<file path="src/hw/rtl/dcrm_pkg.sv">
// Shared types and constants of the depth class run merger.
`default_nettype none

package dcrm_pkg;

    // Field widths
    localparam int CONTIG_ID_BITS = 16;
    localparam int DEPTH_BITS     = 16;
    localparam int POS_W          = 32;
    localparam int HAP_W          = 12;
    localparam int SUM_W          = 40;
    localparam int TALLY_W        = 24;
    localparam int MEAN_W         = 24;
    localparam int TOTAL_W        = 48;
    localparam int CLASS_W        = 3;

    // APB port
    localparam int PADDR_W = 3;
    localparam int PDATA_W = 32;

    // Threshold compare width: k*hap + ceil(hap/2) for k up to 4
    localparam int THR_W = HAP_W + 3;
    localparam int CMP_W = (DEPTH_BITS > THR_W) ? DEPTH_BITS : THR_W;

    // Shared iterative unit
    localparam int WORK_W  = TOTAL_W;             // dividend / multiplier shift register
    localparam int REM_W   = TALLY_W;             // remainder, divisor fits in the tally width
    localparam int LEN_W   = POS_W + 1;           // segment length
    localparam int MCAND_W = LEN_W;
    localparam int ACC_W   = TOTAL_W;
    localparam int ALU_W   = ACC_W + 2;
    localparam int CNT_W   = $clog2(WORK_W + 1);

    // Step counts of the shared unit
    localparam int QUOT_W          = SUM_W;              // floor(depth_sum / tally)
    localparam int RATIO_DIVIDEND_W = QUOT_W + 2;        // 2q + hap
    localparam int MULT_W          = RATIO_DIVIDEND_W - 1;
    localparam int DIV_MEAN_STEPS  = WORK_W;
    localparam int DIV_RATIO_STEPS = RATIO_DIVIDEND_W;
    localparam int MUL_REP_STEPS   = MULT_W;
    localparam int MUL_CLS_STEPS   = CLASS_W;

    // Register indexes
    typedef enum logic [0:0] {
        REG_COMBINED_HAP = 1'b0,
        REG_HIFI_HAP     = 1'b1
    } reg_idx_t;

    // Depth classes
    typedef enum logic [CLASS_W-1:0] {
        CLS_HAP    = 3'd0,
        CLS_DIP    = 3'd1,
        CLS_TRIP   = 3'd2,
        CLS_TETRAP = 3'd3,
        CLS_REPEAT = 3'd4
    } class_t;

    // Shared unit operations
    typedef enum logic [0:0] {
        IU_DIV = 1'b0,
        IU_MUL = 1'b1
    } iu_op_t;

    typedef struct packed {
        logic             start;
        iu_op_t           op;
        logic [CNT_W-1:0] count;
    } iu_cmd_t;

    typedef struct packed {
        logic busy;
        logic done;
        logic ovf;
    } iu_stat_t;

endpackage

`default_nettype wire

</file>
<file path="src/hw/rtl/dcrm_win_if.sv">
// Input channel: depth windows and flush words.
`default_nettype none

interface dcrm_win_if;
    logic                               valid;
    logic                               ready;
    logic                               kind;
    logic [dcrm_pkg::CONTIG_ID_BITS-1:0] contig_id;
    logic [dcrm_pkg::POS_W-1:0]          win_start;
    logic [dcrm_pkg::POS_W-1:0]          win_end;
    logic [dcrm_pkg::DEPTH_BITS-1:0]     combined_depth;
    logic [dcrm_pkg::DEPTH_BITS-1:0]     hifi_depth;
    logic [dcrm_pkg::POS_W-1:0]          contig_length;

    modport source (
        output valid, kind, contig_id, win_start, win_end,
               combined_depth, hifi_depth, contig_length,
        input  ready
    );

    modport sink (
        input  valid, kind, contig_id, win_start, win_end,
               combined_depth, hifi_depth, contig_length,
        output ready
    );
endinterface

`default_nettype wire

</file>
<file path="src/hw/rtl/dcrm_seg_if.sv">
// Output channel: merged segments.
`default_nettype none

interface dcrm_seg_if;
    logic                                valid;
    logic                                ready;
    logic [dcrm_pkg::CONTIG_ID_BITS-1:0] seg_contig;
    logic [dcrm_pkg::POS_W-1:0]          seg_first;
    logic [dcrm_pkg::POS_W-1:0]          seg_last;
    logic [dcrm_pkg::MEAN_W-1:0]         mean_depth_x256;
    logic [dcrm_pkg::TALLY_W-1:0]        windows_merged;
    logic [dcrm_pkg::POS_W-1:0]          seg_contig_length;
    logic [dcrm_pkg::CLASS_W-1:0]        seg_class;
    logic [dcrm_pkg::TOTAL_W-1:0]        represented_total;

    modport source (
        output valid, seg_contig, seg_first, seg_last, mean_depth_x256,
               windows_merged, seg_contig_length, seg_class, represented_total,
        input  ready
    );

    modport sink (
        input  valid, seg_contig, seg_first, seg_last, mean_depth_x256,
               windows_merged, seg_contig_length, seg_class, represented_total,
        output ready
    );
endinterface

`default_nettype wire

</file>
<file path="src/hw/rtl/dcrm_iter_unit.sv">
// Shared shift-and-subtract / shift-and-add unit: one bit per cycle.
`default_nettype none

module dcrm_iter_unit (
    input  wire logic                           clk,
    input  wire logic                           rst_n,
    input  wire dcrm_pkg::iu_cmd_t              cmd,
    input  wire logic [dcrm_pkg::WORK_W-1:0]    opa,
    input  wire logic [dcrm_pkg::MCAND_W-1:0]   opb,
    output dcrm_pkg::iu_stat_t                  stat,
    output logic [dcrm_pkg::WORK_W-1:0]         quot,
    output logic [dcrm_pkg::ACC_W-1:0]          prod
);

    dcrm_pkg::iu_op_t                 op_reg;
    logic                             busy_reg;
    logic                             done_reg;
    logic [dcrm_pkg::CNT_W-1:0]       cnt_reg;
    logic [dcrm_pkg::WORK_W-1:0]      work_reg;
    logic [dcrm_pkg::MCAND_W-1:0]     opb_reg;
    logic [dcrm_pkg::REM_W-1:0]       rem_reg;
    logic [dcrm_pkg::ACC_W-1:0]       acc_reg;
    logic                             ovf_reg;

    logic [dcrm_pkg::REM_W:0]         rem_shift;
    logic [dcrm_pkg::ALU_W-1:0]       alu_a;
    logic [dcrm_pkg::ALU_W-1:0]       alu_b;
    logic                             alu_sub;
    logic [dcrm_pkg::ALU_W:0]         alu_sum;
    logic                             alu_ge;
    logic                             last_step;

    // Pick the adder operands for the current operation
    always_comb
    begin
        rem_shift = {rem_reg, work_reg[dcrm_pkg::WORK_W-1]};
        if (op_reg == dcrm_pkg::IU_DIV)
        begin
            alu_a   = dcrm_pkg::ALU_W'(rem_shift);
            alu_b   = dcrm_pkg::ALU_W'(opb_reg[dcrm_pkg::REM_W-1:0]);
            alu_sub = 1'b1;
        end
        else
        begin
            alu_a   = dcrm_pkg::ALU_W'({acc_reg, 1'b0});
            alu_b   = work_reg[dcrm_pkg::WORK_W-1] ? dcrm_pkg::ALU_W'(opb_reg) : '0;
            alu_sub = 1'b0;
        end
    end

    // Shared adder; carry out on subtract means no borrow
    assign alu_sum = {1'b0, alu_a} + {1'b0, (alu_sub ? ~alu_b : alu_b)}
                   + (dcrm_pkg::ALU_W + 1)'(alu_sub);
    assign alu_ge    = alu_sum[dcrm_pkg::ALU_W];
    assign last_step = busy_reg && (cnt_reg == dcrm_pkg::CNT_W'(1));

    // Control: step count, busy and done pulse
    always_ff @(posedge clk or negedge rst_n)
    begin
        if (!rst_n)
        begin
            busy_reg <= 1'b0;
            done_reg <= 1'b0;
            cnt_reg  <= '0;
            op_reg   <= dcrm_pkg::IU_DIV;
        end
        else
        begin
            done_reg <= last_step;
            if (cmd.start)
            begin
                busy_reg <= 1'b1;
                cnt_reg  <= cmd.count;
                op_reg   <= cmd.op;
            end
            else if (busy_reg)
            begin
                cnt_reg <= cnt_reg - dcrm_pkg::CNT_W'(1);
                if (last_step)
                    busy_reg <= 1'b0;
            end
        end
    end

    // Datapath: load operands, then shift one bit per cycle
    always_ff @(posedge clk)
    begin
        if (cmd.start)
        begin
            work_reg <= opa;
            opb_reg  <= opb;
            rem_reg  <= '0;
            acc_reg  <= '0;
            ovf_reg  <= 1'b0;
        end
        else if (busy_reg)
        begin
            if (op_reg == dcrm_pkg::IU_DIV)
            begin
                work_reg <= {work_reg[dcrm_pkg::WORK_W-2:0], alu_ge};
                rem_reg  <= alu_ge ? alu_sum[dcrm_pkg::REM_W-1:0]
                                   : rem_shift[dcrm_pkg::REM_W-1:0];
            end
            else
            begin
                work_reg <= {work_reg[dcrm_pkg::WORK_W-2:0], 1'b0};
                acc_reg  <= alu_sum[dcrm_pkg::ACC_W-1:0];
                ovf_reg  <= ovf_reg | (|alu_sum[dcrm_pkg::ALU_W-1:dcrm_pkg::ACC_W]);
            end
        end
    end

    assign stat.busy = busy_reg;
    assign stat.done = done_reg;
    assign stat.ovf  = ovf_reg;
    assign quot      = work_reg;
    assign prod      = acc_reg;

endmodule

`default_nettype wire

</file>
<file path="src/hw/rtl/depth_class_run_merger_unit.sv">
// Top level: window classification, segment merging and segment emission.
// Sequencing: a word that does not close a segment is taken in the accept and evaluate states.
// A word that closes a segment runs the mean division, then, for the repeat class with a
// nonzero hap, the repeat ratio division, then the length multiply, all on one shared
// bit-serial unit, plus the sequencing states.
// Throughput: one word at a time; a finished segment waits in the output register.
// Reset: asynchronous, active low; no open segment, total cleared, both depths at 116.
`default_nettype none

module depth_class_run_merger_unit (
    input  wire logic                           clk,
    input  wire logic                           rst_n,
    input  wire logic                           psel,
    input  wire logic                           penable,
    input  wire logic                           pwrite,
    input  wire logic [dcrm_pkg::PADDR_W-1:0]   paddr,
    input  wire logic [dcrm_pkg::PDATA_W-1:0]   pwdata,
    output logic [dcrm_pkg::PDATA_W-1:0]        prdata,
    output logic                                pready,
    dcrm_win_if.sink                            window,
    dcrm_seg_if.source                          segment
);

    typedef enum logic [9:0] {
        S_IDLE       = 10'b00_0000_0001,
        S_EVAL       = 10'b00_0000_0010,
        S_MEAN_GO    = 10'b00_0000_0100,
        S_MEAN_WAIT  = 10'b00_0000_1000,
        S_RATIO_GO   = 10'b00_0001_0000,
        S_RATIO_WAIT = 10'b00_0010_0000,
        S_MUL_GO     = 10'b00_0100_0000,
        S_MUL_WAIT   = 10'b00_1000_0000,
        S_TOTAL      = 10'b01_0000_0000,
        S_OUT        = 10'b10_0000_0000
    } state_t;

    localparam logic [dcrm_pkg::HAP_W-1:0] HAP_RESET = dcrm_pkg::HAP_W'(116);

    // Classify a depth against thresholds k*hap + ceil(hap/2), k = 1..4
    function automatic dcrm_pkg::class_t classify(
        input logic [dcrm_pkg::DEPTH_BITS-1:0] depth,
        input logic [dcrm_pkg::HAP_W-1:0]      hap
    );
        logic [dcrm_pkg::HAP_W:0]   half_w;
        logic [dcrm_pkg::THR_W-1:0] thr;
        dcrm_pkg::class_t           cls;
        half_w = ({1'b0, hap} + (dcrm_pkg::HAP_W + 1)'(1)) >> 1;
        cls    = dcrm_pkg::CLS_REPEAT;
        for (int k = 4; k >= 1; k--)
        begin
            thr = dcrm_pkg::THR_W'(k) * dcrm_pkg::THR_W'(hap) + dcrm_pkg::THR_W'(half_w);
            if (dcrm_pkg::CMP_W'(depth) <= dcrm_pkg::CMP_W'(thr))
                cls = dcrm_pkg::class_t'(dcrm_pkg::CLASS_W'(k - 1));
        end
        return cls;
    endfunction

    state_t state_reg;
    state_t state_next;

    // Configuration
    logic [dcrm_pkg::HAP_W-1:0]          comb_hap_reg;
    logic [dcrm_pkg::HAP_W-1:0]          hifi_hap_reg;

    // Held input word
    logic                                in_kind_reg;
    logic [dcrm_pkg::CONTIG_ID_BITS-1:0] in_contig_reg;
    logic [dcrm_pkg::POS_W-1:0]          in_first_reg;
    logic [dcrm_pkg::POS_W-1:0]          in_last_reg;
    logic [dcrm_pkg::DEPTH_BITS-1:0]     in_cdep_reg;
    logic [dcrm_pkg::DEPTH_BITS-1:0]     in_hdep_reg;
    logic [dcrm_pkg::POS_W-1:0]          in_clen_reg;

    // Open segment
    logic                                seg_open_reg;
    logic [dcrm_pkg::CONTIG_ID_BITS-1:0] open_contig_reg;
    logic [dcrm_pkg::POS_W-1:0]          open_first_reg;
    logic [dcrm_pkg::POS_W-1:0]          open_last_reg;
    logic [dcrm_pkg::SUM_W-1:0]          depth_sum_reg;
    logic [dcrm_pkg::TALLY_W-1:0]        tally_reg;
    logic [dcrm_pkg::POS_W-1:0]          open_clen_reg;
    dcrm_pkg::class_t                    open_class_reg;
    logic [dcrm_pkg::TOTAL_W-1:0]        genome_total_reg;

    // Emission scratch
    logic [dcrm_pkg::MEAN_W-1:0]         mean_reg;
    logic [dcrm_pkg::QUOT_W-1:0]         q_reg;
    logic [dcrm_pkg::MULT_W-1:0]         mult_reg;
    logic [dcrm_pkg::ACC_W-1:0]          prod_reg;
    logic                                prod_ovf_reg;

    // Output register
    logic                                out_valid_reg;
    logic [dcrm_pkg::CONTIG_ID_BITS-1:0] out_contig_reg;
    logic [dcrm_pkg::POS_W-1:0]          out_first_reg;
    logic [dcrm_pkg::POS_W-1:0]          out_last_reg;
    logic [dcrm_pkg::MEAN_W-1:0]         out_mean_reg;
    logic [dcrm_pkg::TALLY_W-1:0]        out_tally_reg;
    logic [dcrm_pkg::POS_W-1:0]          out_clen_reg;
    logic [dcrm_pkg::CLASS_W-1:0]        out_class_reg;
    logic [dcrm_pkg::TOTAL_W-1:0]        out_total_reg;

    // Shared unit connection
    dcrm_pkg::iu_cmd_t                   iu_cmd;
    dcrm_pkg::iu_stat_t                  iu_stat;
    logic [dcrm_pkg::WORK_W-1:0]         iu_opa;
    logic [dcrm_pkg::MCAND_W-1:0]        iu_opb;
    logic [dcrm_pkg::WORK_W-1:0]         iu_quot;
    logic [dcrm_pkg::ACC_W-1:0]          iu_prod;

    // Combinational helpers
    logic                                in_accept;
    logic                                cfg_write;
    dcrm_pkg::class_t                    ccls;
    dcrm_pkg::class_t                    hcls;
    logic                                merge;
    logic                                is_repeat;
    logic                                out_load;
    logic [dcrm_pkg::SUM_W:0]            sum_ext;
    logic [dcrm_pkg::LEN_W-1:0]          seg_len;
    logic [dcrm_pkg::RATIO_DIVIDEND_W-1:0] ratio_dividend;
    logic [dcrm_pkg::TOTAL_W:0]          total_ext;

    // APB register port
    assign pready    = 1'b1;
    assign cfg_write = psel && penable && pwrite && pready;

    always_comb
    begin
        unique case (dcrm_pkg::reg_idx_t'(paddr[2]))
            dcrm_pkg::REG_COMBINED_HAP: prdata = dcrm_pkg::PDATA_W'(comb_hap_reg);
            dcrm_pkg::REG_HIFI_HAP:     prdata = dcrm_pkg::PDATA_W'(hifi_hap_reg);
            default:                    prdata = '0;
        endcase
    end

    always_ff @(posedge clk or negedge rst_n)
    begin
        if (!rst_n)
        begin
            comb_hap_reg <= HAP_RESET;
            hifi_hap_reg <= HAP_RESET;
        end
        else if (cfg_write)
        begin
            unique case (dcrm_pkg::reg_idx_t'(paddr[2]))
                dcrm_pkg::REG_COMBINED_HAP: comb_hap_reg <= pwdata[dcrm_pkg::HAP_W-1:0];
                dcrm_pkg::REG_HIFI_HAP:     hifi_hap_reg <= pwdata[dcrm_pkg::HAP_W-1:0];
                default:                    ;
            endcase
        end
    end

    // Classification and merge decision on the held word
    assign ccls      = classify(in_cdep_reg, comb_hap_reg);
    assign hcls      = classify(in_hdep_reg, hifi_hap_reg);
    assign merge     = (in_contig_reg == open_contig_reg)
                    && ((ccls == open_class_reg) || (hcls == open_class_reg));
    assign is_repeat = (open_class_reg == dcrm_pkg::CLS_REPEAT);
    assign sum_ext   = {1'b0, depth_sum_reg} + dcrm_pkg::SUM_W'(in_cdep_reg);

    // Segment length, zero when reversed
    assign seg_len = (open_last_reg >= open_first_reg)
                   ? ({1'b0, open_last_reg} - {1'b0, open_first_reg} + dcrm_pkg::LEN_W'(1))
                   : '0;

    assign ratio_dividend = dcrm_pkg::RATIO_DIVIDEND_W'({q_reg, 1'b0})
                          + dcrm_pkg::RATIO_DIVIDEND_W'(comb_hap_reg);
    assign total_ext      = {1'b0, genome_total_reg} + {1'b0, prod_reg};

    assign window.ready = (state_reg == S_IDLE);
    assign in_accept    = window.valid && window.ready;
    assign out_load     = (state_reg == S_OUT) && (!out_valid_reg || segment.ready);

    // Sequencer
    always_comb
    begin
        state_next = state_reg;
        iu_cmd     = '{start: 1'b0, op: dcrm_pkg::IU_DIV, count: '0};
        iu_opa     = '0;
        iu_opb     = '0;
        unique case (state_reg)
            S_IDLE:
                if (in_accept)
                    state_next = S_EVAL;
            S_EVAL:
                if (in_kind_reg)
                    state_next = seg_open_reg ? S_MEAN_GO : S_IDLE;
                else if (!seg_open_reg || merge)
                    state_next = S_IDLE;
                else
                    state_next = S_MEAN_GO;
            S_MEAN_GO:
            begin
                iu_cmd = '{start: 1'b1, op: dcrm_pkg::IU_DIV,
                           count: dcrm_pkg::CNT_W'(dcrm_pkg::DIV_MEAN_STEPS)};
                iu_opa = {depth_sum_reg, 8'h00};
                iu_opb = dcrm_pkg::MCAND_W'(tally_reg);
                state_next = S_MEAN_WAIT;
            end
            S_MEAN_WAIT:
                if (iu_stat.done)
                    state_next = (is_repeat && (comb_hap_reg != '0)) ? S_RATIO_GO : S_MUL_GO;
            S_RATIO_GO:
            begin
                iu_cmd = '{start: 1'b1, op: dcrm_pkg::IU_DIV,
                           count: dcrm_pkg::CNT_W'(dcrm_pkg::DIV_RATIO_STEPS)};
                iu_opa = {ratio_dividend,
                          (dcrm_pkg::WORK_W - dcrm_pkg::RATIO_DIVIDEND_W)'(0)};
                iu_opb = dcrm_pkg::MCAND_W'({comb_hap_reg, 1'b0});
                state_next = S_RATIO_WAIT;
            end
            S_RATIO_WAIT:
                if (iu_stat.done)
                    state_next = S_MUL_GO;
            S_MUL_GO:
            begin
                if (is_repeat)
                begin
                    iu_cmd = '{start: 1'b1, op: dcrm_pkg::IU_MUL,
                               count: dcrm_pkg::CNT_W'(dcrm_pkg::MUL_REP_STEPS)};
                    iu_opa = {mult_reg, (dcrm_pkg::WORK_W - dcrm_pkg::MULT_W)'(0)};
                end
                else
                begin
                    iu_cmd = '{start: 1'b1, op: dcrm_pkg::IU_MUL,
                               count: dcrm_pkg::CNT_W'(dcrm_pkg::MUL_CLS_STEPS)};
                    iu_opa = {mult_reg[dcrm_pkg::CLASS_W-1:0],
                              (dcrm_pkg::WORK_W - dcrm_pkg::CLASS_W)'(0)};
                end
                iu_opb = seg_len;
                state_next = S_MUL_WAIT;
            end
            S_MUL_WAIT:
                if (iu_stat.done)
                    state_next = S_TOTAL;
            S_TOTAL:
                state_next = S_OUT;
            S_OUT:
                if (out_load)
                    state_next = S_IDLE;
            default:
                state_next = S_IDLE;
        endcase
    end

    dcrm_iter_unit u_iter (
        .clk   (clk),
        .rst_n (rst_n),
        .cmd   (iu_cmd),
        .opa   (iu_opa),
        .opb   (iu_opb),
        .stat  (iu_stat),
        .quot  (iu_quot),
        .prod  (iu_prod)
    );

    // Control registers
    always_ff @(posedge clk or negedge rst_n)
    begin
        if (!rst_n)
        begin
            state_reg        <= S_IDLE;
            seg_open_reg     <= 1'b0;
            genome_total_reg <= '0;
            out_valid_reg    <= 1'b0;
        end
        else
        begin
            state_reg <= state_next;

            // Drop the result once taken, reload on emission
            if (out_load)
                out_valid_reg <= 1'b1;
            else if (segment.ready)
                out_valid_reg <= 1'b0;

            // Open on the first window; flush without a segment clears the total
            if (state_reg == S_EVAL)
            begin
                if (in_kind_reg && !seg_open_reg)
                    genome_total_reg <= '0;
                else if (!in_kind_reg && !seg_open_reg)
                    seg_open_reg <= 1'b1;
            end

            // Saturating running total
            if (state_reg == S_TOTAL)
            begin
                if (prod_ovf_reg || total_ext[dcrm_pkg::TOTAL_W])
                    genome_total_reg <= '1;
                else
                    genome_total_reg <= total_ext[dcrm_pkg::TOTAL_W-1:0];
            end

            // After a flush emission close the segment and restart the stream
            if (out_load && in_kind_reg)
            begin
                seg_open_reg     <= 1'b0;
                genome_total_reg <= '0;
            end
        end
    end

    // Payload registers
    always_ff @(posedge clk)
    begin
        // Hold the accepted word
        if (in_accept)
        begin
            in_kind_reg   <= window.kind;
            in_contig_reg <= window.contig_id;
            in_first_reg  <= window.win_start;
            in_last_reg   <= window.win_end;
            in_cdep_reg   <= window.combined_depth;
            in_hdep_reg   <= window.hifi_depth;
            in_clen_reg   <= window.contig_length;
        end

        // Open a new segment or extend the open one
        if ((state_reg == S_EVAL && !in_kind_reg && !seg_open_reg)
            || (out_load && !in_kind_reg))
        begin
            open_contig_reg <= in_contig_reg;
            open_first_reg  <= in_first_reg;
            open_last_reg   <= in_last_reg;
            depth_sum_reg   <= dcrm_pkg::SUM_W'(in_cdep_reg);
            tally_reg       <= dcrm_pkg::TALLY_W'(1);
            open_clen_reg   <= in_clen_reg;
            open_class_reg  <= ccls;
        end
        else if (state_reg == S_EVAL && !in_kind_reg && seg_open_reg && merge)
        begin
            open_last_reg <= in_last_reg;
            depth_sum_reg <= sum_ext[dcrm_pkg::SUM_W] ? '1 : sum_ext[dcrm_pkg::SUM_W-1:0];
            if (tally_reg != '1)
                tally_reg <= tally_reg + dcrm_pkg::TALLY_W'(1);
        end

        // Capture the mean and the length multiplier
        if (state_reg == S_MEAN_WAIT && iu_stat.done)
        begin
            mean_reg <= (|iu_quot[dcrm_pkg::WORK_W-1:dcrm_pkg::MEAN_W])
                      ? '1 : iu_quot[dcrm_pkg::MEAN_W-1:0];
            q_reg    <= iu_quot[dcrm_pkg::WORK_W-1:8];
            if (is_repeat)
                mult_reg <= '0;
            else
                mult_reg <= dcrm_pkg::MULT_W'(dcrm_pkg::CLASS_W'(open_class_reg)
                                              + dcrm_pkg::CLASS_W'(1));
        end

        if (state_reg == S_RATIO_WAIT && iu_stat.done)
            mult_reg <= iu_quot[dcrm_pkg::MULT_W-1:0];

        if (state_reg == S_MUL_WAIT && iu_stat.done)
        begin
            prod_reg     <= iu_prod;
            prod_ovf_reg <= iu_stat.ovf;
        end

        // Load the output register
        if (out_load)
        begin
            out_contig_reg <= open_contig_reg;
            out_first_reg  <= open_first_reg;
            out_last_reg   <= open_last_reg;
            out_mean_reg   <= mean_reg;
            out_tally_reg  <= tally_reg;
            out_clen_reg   <= open_clen_reg;
            out_class_reg  <= open_class_reg;
            out_total_reg  <= genome_total_reg;
        end
    end

    assign segment.valid             = out_valid_reg;
    assign segment.seg_contig        = out_contig_reg;
    assign segment.seg_first         = out_first_reg;
    assign segment.seg_last          = out_last_reg;
    assign segment.mean_depth_x256   = out_mean_reg;
    assign segment.windows_merged    = out_tally_reg;
    assign segment.seg_contig_length = out_clen_reg;
    assign segment.seg_class         = out_class_reg;
    assign segment.represented_total = out_total_reg;

    // The shared unit is started only when it is free
    assert property (@(posedge clk) disable iff (!rst_n)
        iu_cmd.start |-> !iu_stat.busy)
        else $error("shared unit started while busy");

    // Unit completion is seen only while the sequencer waits for it
    assert property (@(posedge clk) disable iff (!rst_n)
        iu_stat.done |-> (state_reg == S_MEAN_WAIT || state_reg == S_RATIO_WAIT
                          || state_reg == S_MUL_WAIT))
        else $error("shared unit finished outside a wait state");

    // An open segment always counts at least one window
    assert property (@(posedge clk) disable iff (!rst_n)
        seg_open_reg |-> (tally_reg != '0))
        else $error("open segment with zero windows");

    // A window that closes a segment leaves a new one open
    assert property (@(posedge clk) disable iff (!rst_n)
        (out_load && !in_kind_reg) |=> seg_open_reg)
        else $error("segment not reopened after emission");

    // A flush emission clears the running total and closes the segment
    assert property (@(posedge clk) disable iff (!rst_n)
        (out_load && in_kind_reg) |=> (genome_total_reg == '0) && !seg_open_reg)
        else $error("flush did not restart the stream");

endmodule

`default_nettype wire
</file>
<file path="src/flat_wrapper.sv">
// flat-port wrapper written by rule: the top's interface ports become plain ports
module depth_class_run_merger_unit_flat 
  (clk, rst_n, psel, penable, pwrite, paddr, pwdata, prdata, pready, window_valid, window_kind, window_contig_id, window_win_start, window_win_end, window_combined_depth, window_hifi_depth, window_contig_length, window_ready, segment_valid, segment_seg_contig, segment_seg_first, segment_seg_last, segment_mean_depth_x256, segment_windows_merged, segment_seg_contig_length, segment_seg_class, segment_represented_total, segment_ready);
  dcrm_win_if window_i ();
  dcrm_seg_if segment_i ();
  input  wire logic clk;
  input  wire logic rst_n;
  input  wire logic psel;
  input  wire logic penable;
  input  wire logic pwrite;
  input  wire logic [dcrm_pkg::PADDR_W-1:0] paddr;
  input  wire logic [dcrm_pkg::PDATA_W-1:0] pwdata;
  output logic [dcrm_pkg::PDATA_W-1:0] prdata;
  output logic pready;
  input wire logic [$bits(window_i.valid)-1:0] window_valid;
  input wire logic [$bits(window_i.kind)-1:0] window_kind;
  input wire logic [$bits(window_i.contig_id)-1:0] window_contig_id;
  input wire logic [$bits(window_i.win_start)-1:0] window_win_start;
  input wire logic [$bits(window_i.win_end)-1:0] window_win_end;
  input wire logic [$bits(window_i.combined_depth)-1:0] window_combined_depth;
  input wire logic [$bits(window_i.hifi_depth)-1:0] window_hifi_depth;
  input wire logic [$bits(window_i.contig_length)-1:0] window_contig_length;
  output wire logic [$bits(window_i.ready)-1:0] window_ready;
  output wire logic [$bits(segment_i.valid)-1:0] segment_valid;
  output wire logic [$bits(segment_i.seg_contig)-1:0] segment_seg_contig;
  output wire logic [$bits(segment_i.seg_first)-1:0] segment_seg_first;
  output wire logic [$bits(segment_i.seg_last)-1:0] segment_seg_last;
  output wire logic [$bits(segment_i.mean_depth_x256)-1:0] segment_mean_depth_x256;
  output wire logic [$bits(segment_i.windows_merged)-1:0] segment_windows_merged;
  output wire logic [$bits(segment_i.seg_contig_length)-1:0] segment_seg_contig_length;
  output wire logic [$bits(segment_i.seg_class)-1:0] segment_seg_class;
  output wire logic [$bits(segment_i.represented_total)-1:0] segment_represented_total;
  input wire logic [$bits(segment_i.ready)-1:0] segment_ready;
  assign window_i.valid = window_valid;
  assign window_i.kind = window_kind;
  assign window_i.contig_id = window_contig_id;
  assign window_i.win_start = window_win_start;
  assign window_i.win_end = window_win_end;
  assign window_i.combined_depth = window_combined_depth;
  assign window_i.hifi_depth = window_hifi_depth;
  assign window_i.contig_length = window_contig_length;
  assign window_ready = window_i.ready;
  assign segment_valid = segment_i.valid;
  assign segment_seg_contig = segment_i.seg_contig;
  assign segment_seg_first = segment_i.seg_first;
  assign segment_seg_last = segment_i.seg_last;
  assign segment_mean_depth_x256 = segment_i.mean_depth_x256;
  assign segment_windows_merged = segment_i.windows_merged;
  assign segment_seg_contig_length = segment_i.seg_contig_length;
  assign segment_seg_class = segment_i.seg_class;
  assign segment_represented_total = segment_i.represented_total;
  assign segment_i.ready = segment_ready;
  depth_class_run_merger_unit u_core (.clk(clk), .rst_n(rst_n), .psel(psel), .penable(penable), .pwrite(pwrite), .paddr(paddr), .pwdata(pwdata), .prdata(prdata), .pready(pready), .window(window_i), .segment(segment_i));
endmodule
</file>
<file path="config.mk">
export PLATFORM = sky130hd
export DESIGN_NAME = depth_class_run_merger_unit_flat
export DESIGN_NICKNAME = d
export VERILOG_FILES = /design/src/hw/rtl/dcrm_pkg.sv /design/src/hw/rtl/dcrm_win_if.sv /design/src/hw/rtl/dcrm_seg_if.sv /design/src/hw/rtl/dcrm_iter_unit.sv /design/src/hw/rtl/depth_class_run_merger_unit.sv /design/src/flat_wrapper.sv
export SDC_FILE = /design/constraint.sdc
export NUM_CORES = 2
export LEC_CHECK = 0
export BUFFER_PORTS_ARGS = -buffer_cell sky130_fd_sc_hd__clkbuf_2
export CAP_MARGIN = 20
export CORE_MARGIN = 5
export CORE_UTILIZATION = 65
export DETAILED_ROUTE_END_ITERATION = 6
export PLACE_DENSITY_LB_ADDON = 0.12
export SYNTH_ARGS = -nofsm -noshare
export SYNTH_HDL_FRONTEND = slang
export SYNTH_SLANG_ARGS = --single-unit
</file>
<file path="constraint.sdc">
create_clock -name clk -period 24.3 [get_ports clk]
set_input_delay 2.43 -clock clk [delete_from_list [all_inputs] [get_ports clk]]
set_output_delay 2.43 -clock clk [all_outputs]
set_load 0.1 [all_outputs]
</file>
== Yosys cells after proc, flatten, opt, wreduce, memory -nomap -nowiden ==
Index checks and enable logic that the tools add are counted.
Operators by class
  reductions and logical operators: 45
  $mul: 2
  $add $sub $neg: 20
  order comparisons: 9
  bitwise gates (word level): 4
  multiplexer cells: 58
  equal/unequal tests: 22
Operators with widths (number)
  $mux 48: 8
  $pmux 48 s3: 1
  $le 16x15->1: 8
  $mux 41: 3
  $pmux 10 s10: 1
  $mux 33: 3
  $pmux 33 s3: 1
  $mux 32: 2
  $pmux 32 s2: 1
  $add 14x12->15: 4
  $mux 10: 6
  $add 50x50->51: 1
  $add 51x1->51: 1
  $mux 50: 1
  $not 50->50: 1
  $add 48x48->49: 1
  $mux 49: 1
  $add 41x12->42: 1
  $add 40x16->41: 1
  $mux 40: 1
  $add 33x1->33 const B: 1
  $sub 32x32->33: 1
  $ge 32x32->1: 1
  $mux 16: 2
  other kinds (43): 108
Storage, ports and cells
  flip-flop bits (word level): 936
  output and inout port bits: 246
  word-level logic and storage cells: 203
  bits of input ports: 187

== Depth between registers and ports, before layout ==
  depth in word-level cells: 14
  mapped depth: 32
  depth with buffers taken out: 30

== Cells and area by module ==
From an unflattened synthesis, not the netlist that was laid out.
Second synthesis, totals
  cells, all modules: 4423
  area total of the unflattened synthesis: 50299.5 um^2
Modules (own cells, without submodules)
  depth_class_run_merger_unit: area an instance 41262.1 um^2, cells an instance 3514, times used 1, seq. area each 22322.7 um^2
  dcrm_iter_unit: area an instance 9037.4 um^2, cells an instance 909, times used 1, seq. area each 4119.0 um^2

== Worst setup path before layout ==
OpenSTA, ideal clock, no wires.
  path type: input port to flip-flop
  start point: in segment_ready
  end point: reg u_core.open_class_reg[0] (enable)
  path buffers: 1
  data arrival time: 15.523 ns
  slack: 8.297 ns
  data required time: 23.820 ns
  library setup time: 0.480 ns
  stages on the path: 6
  cell sequence: nand2b_1 nor2b_1 nor2_1 or2_2 inv_1 clkbuf_1
On the way
  cells in the longest elaborated chain, start to end: 4
Ends and longest elaborated chain
  start: declaration: line flat_wrapper.sv:33  | input wire logic [$bits(segment_i.ready)-1:0] segment_ready;
  $logic_or 1x1->1: line depth_class_run_merger_unit.sv:173  | assign out_load = (state_reg == S_OUT) && (!out_valid_reg || segment.ready);
  $logic_and 1x1->1: line depth_class_run_merger_unit.sv:173
  net u_core.out_load: line depth_class_run_merger_unit.sv:118  | logic out_load;
  $logic_and 1x1->1: line depth_class_run_merger_unit.sv:322  | || (out_load && !in_kind_reg))
  $logic_or 1x1->1: line depth_class_run_merger_unit.sv:322
  end signal: assignment: line depth_class_run_merger_unit.sv:330  | open_class_reg <= ccls;
  end: declaration: line depth_class_run_merger_unit.sv:82  | dcrm_pkg::class_t open_class_reg;
The timed path passes the listed nets, and every way through them passes these cells.
A chain may end at the register's enable or synchronous reset.

== Worst setup path in the final report ==
  start point: reg u_core.hifi_hap_reg[1] in the netlist's numbering
  end point: reg u_core.depth_sum_reg[25] in the netlist's numbering
On the way
  cells in the longest elaborated chain, start to end: 11
  elaborated cells between the ends (all ways): 18
  those cells by class: 5 x add/sub; 1 x mul; 4 x order compare; 1 x eq/ne; 4 x mux; 3 x reduce/logical
Ends and longest elaborated chain
  start: declaration: line depth_class_run_merger_unit.sv:63  | logic [dcrm_pkg::HAP_W-1:0] hifi_hap_reg;
  start signal: assignment: line depth_class_run_merger_unit.sv:148  | dcrm_pkg::REG_HIFI_HAP: hifi_hap_reg <= pwdata[dcrm_pkg::HAP_W-1:0];
  branches (longest 6 deep; another with $le 16x15->1)
  $mux 3 *: line depth_class_run_merger_unit.sv:52  | if (dcrm_pkg::CMP_W'(depth) <= dcrm_pkg::CMP_W'(thr))
  $eq 3x3->1 *: line depth_class_run_merger_unit.sv:158  | && ((ccls == open_class_reg) || (hcls == open_class_reg));
  $logic_or 1x1->1 *: line depth_class_run_merger_unit.sv:158
  $logic_and 1x1->1 *: line depth_class_run_merger_unit.sv:158
  $logic_and 1x1->1 *: line depth_class_run_merger_unit.sv:332  | else if (state_reg == S_EVAL && !in_kind_reg && seg_open_reg && merge)
  end signal: assignment: line depth_class_run_merger_unit.sv:327  | depth_sum_reg <= dcrm_pkg::SUM_W'(in_cdep_reg);
  end signal: assignment: line depth_class_run_merger_unit.sv:335  | depth_sum_reg <= sum_ext[dcrm_pkg::SUM_W] ? '1 : sum_ext[dcrm_pkg::SUM_W-1:0];
  end: declaration: line depth_class_run_merger_unit.sv:79  | logic [dcrm_pkg::SUM_W-1:0] depth_sum_reg;
Every way passes the cells marked *.

==> results.yml <==
drt:
  drt_wl_total_um: 126000
  wl_met3_um: 11700
  wl_met1_um: 51300
  maxUsedRoutingLayer: "met5"
  drt_iter0_drc: 3276
  viasPerCell: 6.05
  wl_per_cell_um: 21.1
  first_pass_iters: 7
  drc: 2
  vias: 36100
  postRouteAntennaNets: 0
  wl_met2_um: 59200
timing:
  period_share_pct: 36.6
  hold_violations: 0
  slew_violations: 0
  rsz0062_at_grt: "false"
  slew_headroom_pct: 22.1
  fin_crit_ps: 8900
  setup_viol: 0
  final.setup.tns_ps: 0
  worst_slew_pin_slew_ps: 1160
  clock_skew_ps: 61.1
  fmax_mhz: 112
setup_path:
  crit_fanout: 11
  r2r-end: "u_core.depth_sum_reg[25]"
  critical-path-top-delay-family: "compound AO/OA/AOI/OAI gates"
  rrSetupSlack_ps: 15400
  r2r_start: "u_core.hifi_hap_reg[1]"
  worstPathArrival_ps: 9440
  critPathLaunchType: "flip-flop"
  end_kind: "flip-flop"
  slowest_delay_ps: 750
  critPathKind: "reg -> reg"
  critPathSlowestCell: "a211oi_2"
  reg2reg_depth: 30
  crit_top_cell: "a21oi_1"
  critPathRequiredTime_ps: 24840
  cp_num_buf_inv: 2
power_and_ir_drop:
  leakage_nw: 22.7
  seqPwrFrac_pct: 39.2
  p_int_w: 0.00363
  p_sw_w: 0.00199
  p_per_area_nw_per_um2: 100
  clock_power_share_pct: 26.4
  share_comb_of_total_power_pct: 34.4
  swShare_pct: 35.4
  peakVddDrop_uv: 91.6
yosys:
  synth-async-reset-ratio_pct: 9.94
  ys_warn_count: 0
  synth_top_area_share_pct: 43.5
  ys_seq_area_share_pct: 53.0
  ys.flop_type: "edfxtp_1"
  syn_avg_cell_area_um2: 11.2
  synth_cell_type_count: 81
  synth_area_um2: 49900
  synth-edff-count: 722
  synthCells: 4469
  synthTopCellsByArea: "edfxtp_1 43%, ha_1 10%, dfxtp_1 4.9%, dfrtp_1 4.2%, nand2_1 3.3%"
  ys_ff_latch: 936
  yosys.area.top_type: "edfxtp_1"
global_route:
  antenna_found_initial: 8
  grt_usage_pct: 30.0
  grt_overflow: 0
  grt_pass1_wl_um: 196000
  grt_max_degree: 86
  grt_pass1_vias: 35400
cts:
  clockBufferDepth: 3
  path_clk_slew_ps: 60
  cts_tree: "done"
  cts_root_buf: "clkbuf_16"
  clkSinkCount: 936
  cts_max_level: 3
  cts_inserted_buffers: 94
  post_cts_buffers: 0
  holdBufCountCts: 0
  cts_resized: 0
  clock_latency_ps: 680
floorplanning:
  die-area_um2: 82400
  initial_core_util_pct: 65.6
  io_pins: 433
  rows: 101
  coreArea_um2: 76100
  fp.dieH_um: 287
  dieWidth_um: 287
finish:
  multiInputGateArea_um2: 22000
  final_util_pct: 73.8
  drive_above_1_share_pct: 13.5
  num-fill-cells: 5336
  final_cell_mix: "722 x edfxtp_1, 439 x nand2_1, 401 x ha_1"
  syn2layout_area_growth_pct: 12.6
  register_area_um2: 26400
  nNetsFinal: 5494
  final_common_cell: "edfxtp_1"
place:
  gp_congestion: 0.919
  port_buffers: 389
  dpl.hpwl_um: 89900
run:
  maxCapViolCount: 0
worst_hold_path:
  hold_path_class: "reg -> reg"
  whs_path_depth: 0
  min_to: "u_core.open_clen_reg[24]"
  min_from: "u_core.in_clen_reg[24]"
outcome:
  outcome: "finished with violations"
  violations: "design-rule violations"
[worst max path at each step]
stage | to | startpoint | cells past startpoint | slack, ps
floorplan | u_core.open_class_reg[0] | segment_ready | 6 | 8300
global placement | u_core.depth_sum_reg[25] | u_core.hifi_hap_reg[1] | 30 | 15790
detailed placement | u_core.open_last_reg[30] | u_core.hifi_hap_reg[1] | 31 | 15650
CTS | u_core.depth_sum_reg[25] | u_core.hifi_hap_reg[1] | 30 | 15580
global route | u_core.depth_sum_reg[25] | u_core.hifi_hap_reg[1] | 30 | 14970
finish | u_core.depth_sum_reg[25] | u_core.hifi_hap_reg[1] | 30 | 15400
[worst reg2reg max path, delay by kind of cell (launching register included)]
| kind | cells | cell delay (ps) |
|---|---|---|
| flip-flops | 1 | 640 |
| XOR/XNOR | 1 | 500 |
| multiplexers | 1 | 330 |
| adder cells (fa/ha/maj) | 4 | 1540 |
| AND/OR/NAND/NOR | 10 | 2150 |
| AO/OA/AOI/OAI | 12 | 3430 |
| buffers and inverters | 2 | 180 |
[cells by family (layout without fill, tap and decap cells)]
logic type | count (synthesis) | count (layout) | share of synthesized area [%]
XOR/XNOR | 270 | 270 | 4.74
AO/OA/AOI/OAI | 1041 | 1041 | 12.7
AND/OR/NAND/NOR | 1277 | 1277 | 12.4
other | 2 | 27 | 0.0151
flip-flops | 936 | 936 | 53.0
buffers and inverters | 409 | 857 | 3.24
adder cells (fa/ha/maj) | 449 | 449 | 12.0
multiplexers | 85 | 85 | 1.83
[cells in the mapped netlist, drive strengths merged, types with 84 or more instances]
cell	instances
edfxtp	722
nand2	442
ha	401
o21ai	327
a21oi	316
inv	254
nor2	234
xnor2	157
clkbuf	123
dfxtp	121
xor2	113
nand3	102
nor3	88
and3	84
dfrtp	84
[per-layer routing]
metal  track usage, %  vias up
met5                0        -
met4             8.67        4
met3             6.45      229
met2             49.2     1452
met1             41.0    17300
li1                 -    17100
[through the flow]
step	setup slack [ps]	hold slack, ps	instance area, um^2	total power (W)	cells
after floorplan	8300	400	49900	0.00362	4488
after global placement	15790	400	52900	0.00405	5788
after detailed placement	15650	405	52900	0.00412	5788
after CTS	15580	376	56100	0.00560	5962
after global routing	14970	401	56100	0.00597	5967
final	15400	373	56100	0.00561	5972
[power by group through the flow]
stage	sequential (W)	combinational, W	clock (W)
global placement	0.00222	0.00183	0
finish	0.00220	0.00193	0.00148
detailed placement	0.00222	0.00189	0
CTS	0.00219	0.00191	0.00150
floorplan	0.00213	0.00149	0
global route	0.00222	0.00217	0.00158
[layout make-up]
type / count / area share [%]
multi-input cells: 3143 / 39.1
clock buffers: 122 / 4.56
clock inverters: 52 / 1.15
diodes: 6 / 0.0267
inverters: 254 / 1.70
flip-flops and latches: 936 / 47.1
well taps: 1030 / 2.30
repair buffers: 429 / 4.05
(Power assumes the default switching activity.)
